$ cat src/particle_contact_resolver_assert.svh
// Assertion macros shared by the contact resolver RTL.
// Included by files that check their own pipeline behaviour.
`ifndef PARTICLE_CONTACT_RESOLVER_ASSERT_SVH
`define PARTICLE_CONTACT_RESOLVER_ASSERT_SVH

// Same-cycle implication, disabled during reset.
`define PCR_ASSERT_IMP(lbl, clk_s, rst_s, ante, cons) \
  lbl: assert property (@(posedge clk_s) disable iff (rst_s) (ante) |-> (cons)) \
    else $error("contact resolver check failed");

// Next-cycle implication, disabled during reset.
`define PCR_ASSERT_NXT(lbl, clk_s, rst_s, ante, cons) \
  lbl: assert property (@(posedge clk_s) disable iff (rst_s) (ante) |=> (cons)) \
    else $error("contact resolver check failed");

`endif

$ cat src/pcr_pkg.sv
// Widths, pipeline depths and helper functions for the contact resolver.
// No dependencies; used by the interfaces and every module.
package pcr_pkg;

  localparam int unsigned CW        = 21;
  localparam int unsigned VW        = 3 * CW;
  localparam int unsigned DW        = CW + 1;
  localparam int unsigned IMW       = 24;
  localparam int unsigned ISW       = IMW + 1;
  localparam int unsigned PENW      = 20;
  localparam int unsigned EW        = 16;
  localparam int unsigned E1W       = EW + 1;
  localparam int unsigned FRAC_W    = 10;
  localparam int unsigned E_FRAC    = 15;
  localparam int unsigned NRM_SHIFT = 19;
  localparam int unsigned SQ_PREC   = 18;

  localparam logic [E1W-1:0] E_ONE = E1W'(1) << E_FRAC;

  localparam int unsigned SQRT_IN_W   = 64;
  localparam int unsigned ROOT_W      = 32;
  localparam int unsigned SQRT_STAGES = ROOT_W;
  localparam int unsigned SQRT_LAT    = SQRT_STAGES + 1;

  localparam int unsigned DIV_NUM_W = 61;
  localparam int unsigned DIV_DEN_W = 32;
  localparam int unsigned DIV_Q_W   = 36;
  localparam int unsigned DIV_OUT_W = DIV_Q_W + 1;
  localparam int unsigned DIV_LAT   = DIV_Q_W + 1;

  function automatic logic signed [CW-1:0] comp_of(input logic [VW-1:0] v, input int i);
    return $signed(v[i*CW +: CW]);
  endfunction

  function automatic logic signed [CW-1:0] sat_c(input logic signed [63:0] x);
    logic signed [63:0] hi;
    logic signed [63:0] lo;
    hi = (64'sd1 <<< (CW - 1)) - 64'sd1;
    lo = -(64'sd1 <<< (CW - 1));
    if (x > hi) return hi[CW-1:0];
    else if (x < lo) return lo[CW-1:0];
    return x[CW-1:0];
  endfunction

  // Divide by 2^s, rounding half away from zero.
  function automatic logic signed [63:0] rnd_shift(input logic signed [63:0] x,
                                                   input int unsigned s);
    logic [63:0] mag;
    logic [63:0] r;
    mag = x[63] ? 64'(-x) : 64'(x);
    r   = (mag + (64'd1 << (s - 1))) >> s;
    return x[63] ? -$signed(r) : $signed(r);
  endfunction

endpackage

$ cat src/pcr_sqrt.sv
// Pipelined integer square root, one result bit per register stage.
// Depends on pcr_pkg for widths and depth.
module pcr_sqrt (
  input  logic                             clk,
  input  logic                             en,
  input  logic [pcr_pkg::SQRT_IN_W-1:0]    x,
  output logic [pcr_pkg::ROOT_W-1:0]       root
);

  localparam int unsigned XW = pcr_pkg::SQRT_IN_W;
  localparam int unsigned NS = pcr_pkg::SQRT_STAGES;

  logic [XW-1:0] xq [NS+1];
  logic [XW-1:0] rq [NS+1];

  always_ff @(posedge clk) begin
    if (en) begin
      xq[0] <= x;
      rq[0] <= '0;
    end
  end

  for (genvar k = 0; k < NS; k++) begin : g_step
    localparam int unsigned SH = 2 * (NS - 1 - k);
    logic [XW-1:0] trial;
    assign trial = rq[k] + (XW'(1) << SH);

    always_ff @(posedge clk) begin
      if (en) begin
        if (xq[k] >= trial) begin
          xq[k+1] <= xq[k] - trial;
          rq[k+1] <= (rq[k] >> 1) + (XW'(1) << SH);
        end else begin
          xq[k+1] <= xq[k];
          rq[k+1] <= rq[k] >> 1;
        end
      end
    end
  end

  assign root = rq[NS][pcr_pkg::ROOT_W-1:0];

endmodule

$ cat config.mk
export PLATFORM = sky130hd
export DESIGN_NAME = pcr_sqrt
export DESIGN_NICKNAME = d
export VERILOG_FILES = /design/src/particle_contact_resolver_assert.svh /design/src/pcr_pkg.sv /design/src/pcr_sqrt.sv
export SDC_FILE = /design/constraint.sdc
export NUM_CORES = 2
export LEC_CHECK = 0
export BUFFER_PORTS_ARGS = -buffer_cell sky130_fd_sc_hd__buf_4
export CAP_MARGIN = 20
export CORE_UTILIZATION = 58
export DETAILED_ROUTE_END_ITERATION = 8
export PLACE_DENSITY_LB_ADDON = 0.1
export SYNTH_ARGS = -nofsm -noshare
export SYNTH_HDL_FRONTEND = slang
export SYNTH_MEMORY_MAX_BITS = 65536
export SYNTH_SLANG_ARGS = --single-unit
$ cat constraint.sdc
create_clock -name clk -period 4.7 [get_ports clk]
set_input_delay 0.47 -clock clk [delete_from_list [all_inputs] [get_ports clk]]
set_output_delay 0.47 -clock clk [all_outputs]
set_load 0.005 [all_outputs]
==> impl_metrics.ini <==
[outcome]
run_status = complete, no violations

[cts]
cts_buffers = 285
ctsLongestPathBuffers = 4
clock_insertion_delay_at_the_later_pin_of_the_skew_report_ps = 910
tritoncts = yes
clkTransAtPathRegs_ps = 60
ctsRootBufferMaster = clkbuf_16
htreeDepth = 5
cts.sinks = 2576

[logic_synthesis]
synth_area_leader_cell = edfxtp_1
netlist_instances = 9793
yosys.area.top_type_share_pct = 62.8
ys_async_sr_fraction_pct = 0
synth_edf_count = 2576
synth_area_leaders = edfxtp_1 63%, ha_1 5.7%, xor2_1 3.3%, xnor2_1 3.0%, o21ai_0 2.3%
synth_fp_nets = 10417
post_synthesis_average_cell_area_um2 = 12.6
synth.ff_latch_count = 2576
ys_warn_count = 0
syn_area_um2 = 123000
top_reg_cell_synth = edfxtp_1
count_of_distinct_cell_types_in_the_synthesized_netlist = 91
synth_sequential_area_ratio_pct = 62.8

[setup_path]
timing.critical_path.to_type = register
beginning_of_the_critical_path = xq[28][8]
worst_setup_path_endpoint = xq[29][50]
critPathKind = register to register
cp_max_fo = 5
worstPathArrival_ps = 5020
critical_path.reg2reg.startpoint = xq[28][8]
slack_of_the_worst_reg_to_reg_path_ps = 340
crit_required_ps = 5370
cp-start-kind = register
timing.reg2reg.worst_path_depth = 11
r2r_end = xq[29][50]

[cells_and_area]
fin_nets = 10752
postLayoutCoreUtil_pct = 65.3
count_of_fill_cells_added_during_filler_insertion = 15595
layout-drive-gt1-share_pct = 7.56
areaGrowthSynthToFinish_pct = 11.4
stdcell_area_um2 = 137000

[sta]
max_slew_margin_pct = 15.2
setup-violations-final = 0
actual_transition_at_the_worst_max_transition_pin_ps = 1260
maxSlewViolCount = 0
rsz_0062_raised_after_global_routing = false
achievable-frequency_ghz = 0.229
skew_ps = 61.2
fin_crit_ps = 4360
setup-tns-final_ps = 0
min_period_over_period_pct = 92.7
timing.hold.ws_ps = 255
hold_viol = 0

[pwr]
clkPwrFrac_pct = 32.0
report.power.total_uw = 66500
sequential_fraction_of_design_power_pct = 47.3
worst_ir_drop_vdd_uv = 417
p_int_uw = 47000
power.switching_uw = 19600
leakagePower_uw = 0.0512
cellPowerDensity_nw_per_um2 = 485
p_comb_share_pct = 20.6
sw_frac_of_total_pct = 29.4

[drt]
drt_iter0_drc = 8253
routed-via-count = 80479
pre_antenna_drt_iters = 7
post_drt_via_cell_ratio = 6.13
count_of_antenna_violating_nets_left_after_detailed_routing = 0
post_drt_wl_per_cell_um = 24.1
drt_wl_total_um = 317000
detail_route.drc_violations = 0

[floorplan]
die_width_um = 463
floorplan.io_pins = 98
rows = 168
die_height_um = 463
dieArea_um2 = 214000
start_util_pct = 58.6
placeableCoreArea_um2 = 210000

[flow_run]
cap_viol_max_count = 0

[place]
place.gp.congestion = 0.946
dpl.hpwl_um = 239000
placement.cell_area_um2 = 128000
io_buffer_count = 97

[grt]
grt_max_degree = 171
antenna_found_initial = 6
grt_pass1_vias = 77477
globalRouteTotalUtil_pct = 29.3
grt_overflow = 0
grt_first_pass_wirelength_um = 477000

[worst_hold_path]
worstHoldPathType = primary input to register
min-delay-start = x[46]
[final cells by class]
type	instances	area, um^2	area share [%]
flip-flops and latches	2576	77400	56.4
clock inverters	146	1270	0.930
diodes	7	17.5	0.0128
clock buffers	335	7510	5.48
repair buffers	280	2430	1.78
inverters	683	2560	1.87
multi-input cells	6302	42500	31.0
well taps	2805	3510	2.56
[sequential cells by signal, summed over array words and instances, names as in the netlist]
name,flops
rq,528
xq,2048
[repair_timing]
action | 4_1_cts | 5_1_grt
setup buffers | 0 | 0
pin swaps | 0 | 0
hold buffers | 65 | 0
hold endpoints to repair | 66 | 0
resized for setup | 1 | 1
endpoints found under the setup margin | 3 | 3
[critical path, cell delays in order (launching register included)]
cell and delay [ps]:
edfxtp_1 410, ha_1 360, nor2b_1 180, o31ai_1 280
a21oi_1 180, a221oi_1 620, o21ai_1 180, a21oi_1 530
o311ai_0 330, or3_1 530, or3_1 360, xnor2_1 140
[worst min-delay path by stage]
stage / end / slack [ps] / cells past startpoint
6_report: xq[0][46] / 260 / 2
5_1_grt: xq[0][46] / 210 / 2
4_1_cts: xq[0][43] / 170 / 2
3_5_place_dp: xq[17][19] / 430 / 0
3_3_place_gp: xq[6][21] / 430 / 0
2_1_floorplan: xq[13][0] / 420 / 0
[cells by family (layout without fill, tap and decap cells)]
logic type | after synthesis | after routing | share of synthesized area, %
AOI/OAI and AO/OA | 1878 | 1878 | 9.43
xor gates and xnor gates | 892 | 892 | 6.34
adders and majority gates | 558 | 558 | 5.67
buffers and inverters | 915 | 1444 | 2.80
DFF | 2576 | 2576 | 62.8
muxes | 81 | 81 | 0.744
other | 0 | 7 | 0
and+or+nand+nor | 2893 | 2893 | 12.2
[layer usage]
metal	vias up	part of all wire (%)	global-route usage, %
li1	37481	-	-
met1	39447	44	41.4
met2	2947	46	46.6
met3	598	6.4	4.25
met4	6	3.5	9.75
met5	-	0.015	0
[stage by stage]
step / instances / setup slack (ps)
final: 13134 / 342
after global routing: 13129 / 119
after CTS: 13123 / 130
after detailed placement: 12577 / -140
after global placement: 12577 / -39.6
after floorplan: 9793 / 121
[power groups by stage]
stage / clock (uW) / combinational [uW] / sequential [uW]
3_5_place_dp: 0 / 13400 / 31900
2_1_floorplan: 0 / 10000 / 30700
4_1_cts: 21700 / 13600 / 31500
3_3_place_gp: 0 / 13300 / 31900
6_report: 21300 / 13700 / 31500
5_1_grt: 22500 / 15200 / 31700
[synth_stat cells (all sizes together), types with 12 or more instances]
cell type,count
o21ai,570
xor2,470
nand2b,98
nand2,715
a2111oi,20
a21boi,17
inv,683
nand3,157
nor4b,59
ha,558
o21a,108
o21bai,49
buf,15
and4,15
a211o,14
nor3b,23
mux2,72
nor4bb,12
o211ai,34
clkbuf,217
a31oi,40
o31ai,49
nor3,264
and3,45
edfxtp,2576
nand3b,33
a21o,238
o211a,12
nor2b,76
or2,49
o31a,13
a21oi,534
nand4,186
a211oi,41
and2,26
nor2,545
or4,77
nand4b,19
or3,115
xnor2,422
nor4,351
[cells in the final DEF, fill, tap and decap left out, types with 345 or more instances in the layout]
cell and count:
xnor2_1 422, inv_1 683, a21oi_1 533, xor2_1 470, edfxtp_1 2576, nor2_1 543, nor4_1 345, nand2_1 715
o21ai_0 564, ha_1 558
Note: power is estimated with default switching activity, not from simulation.
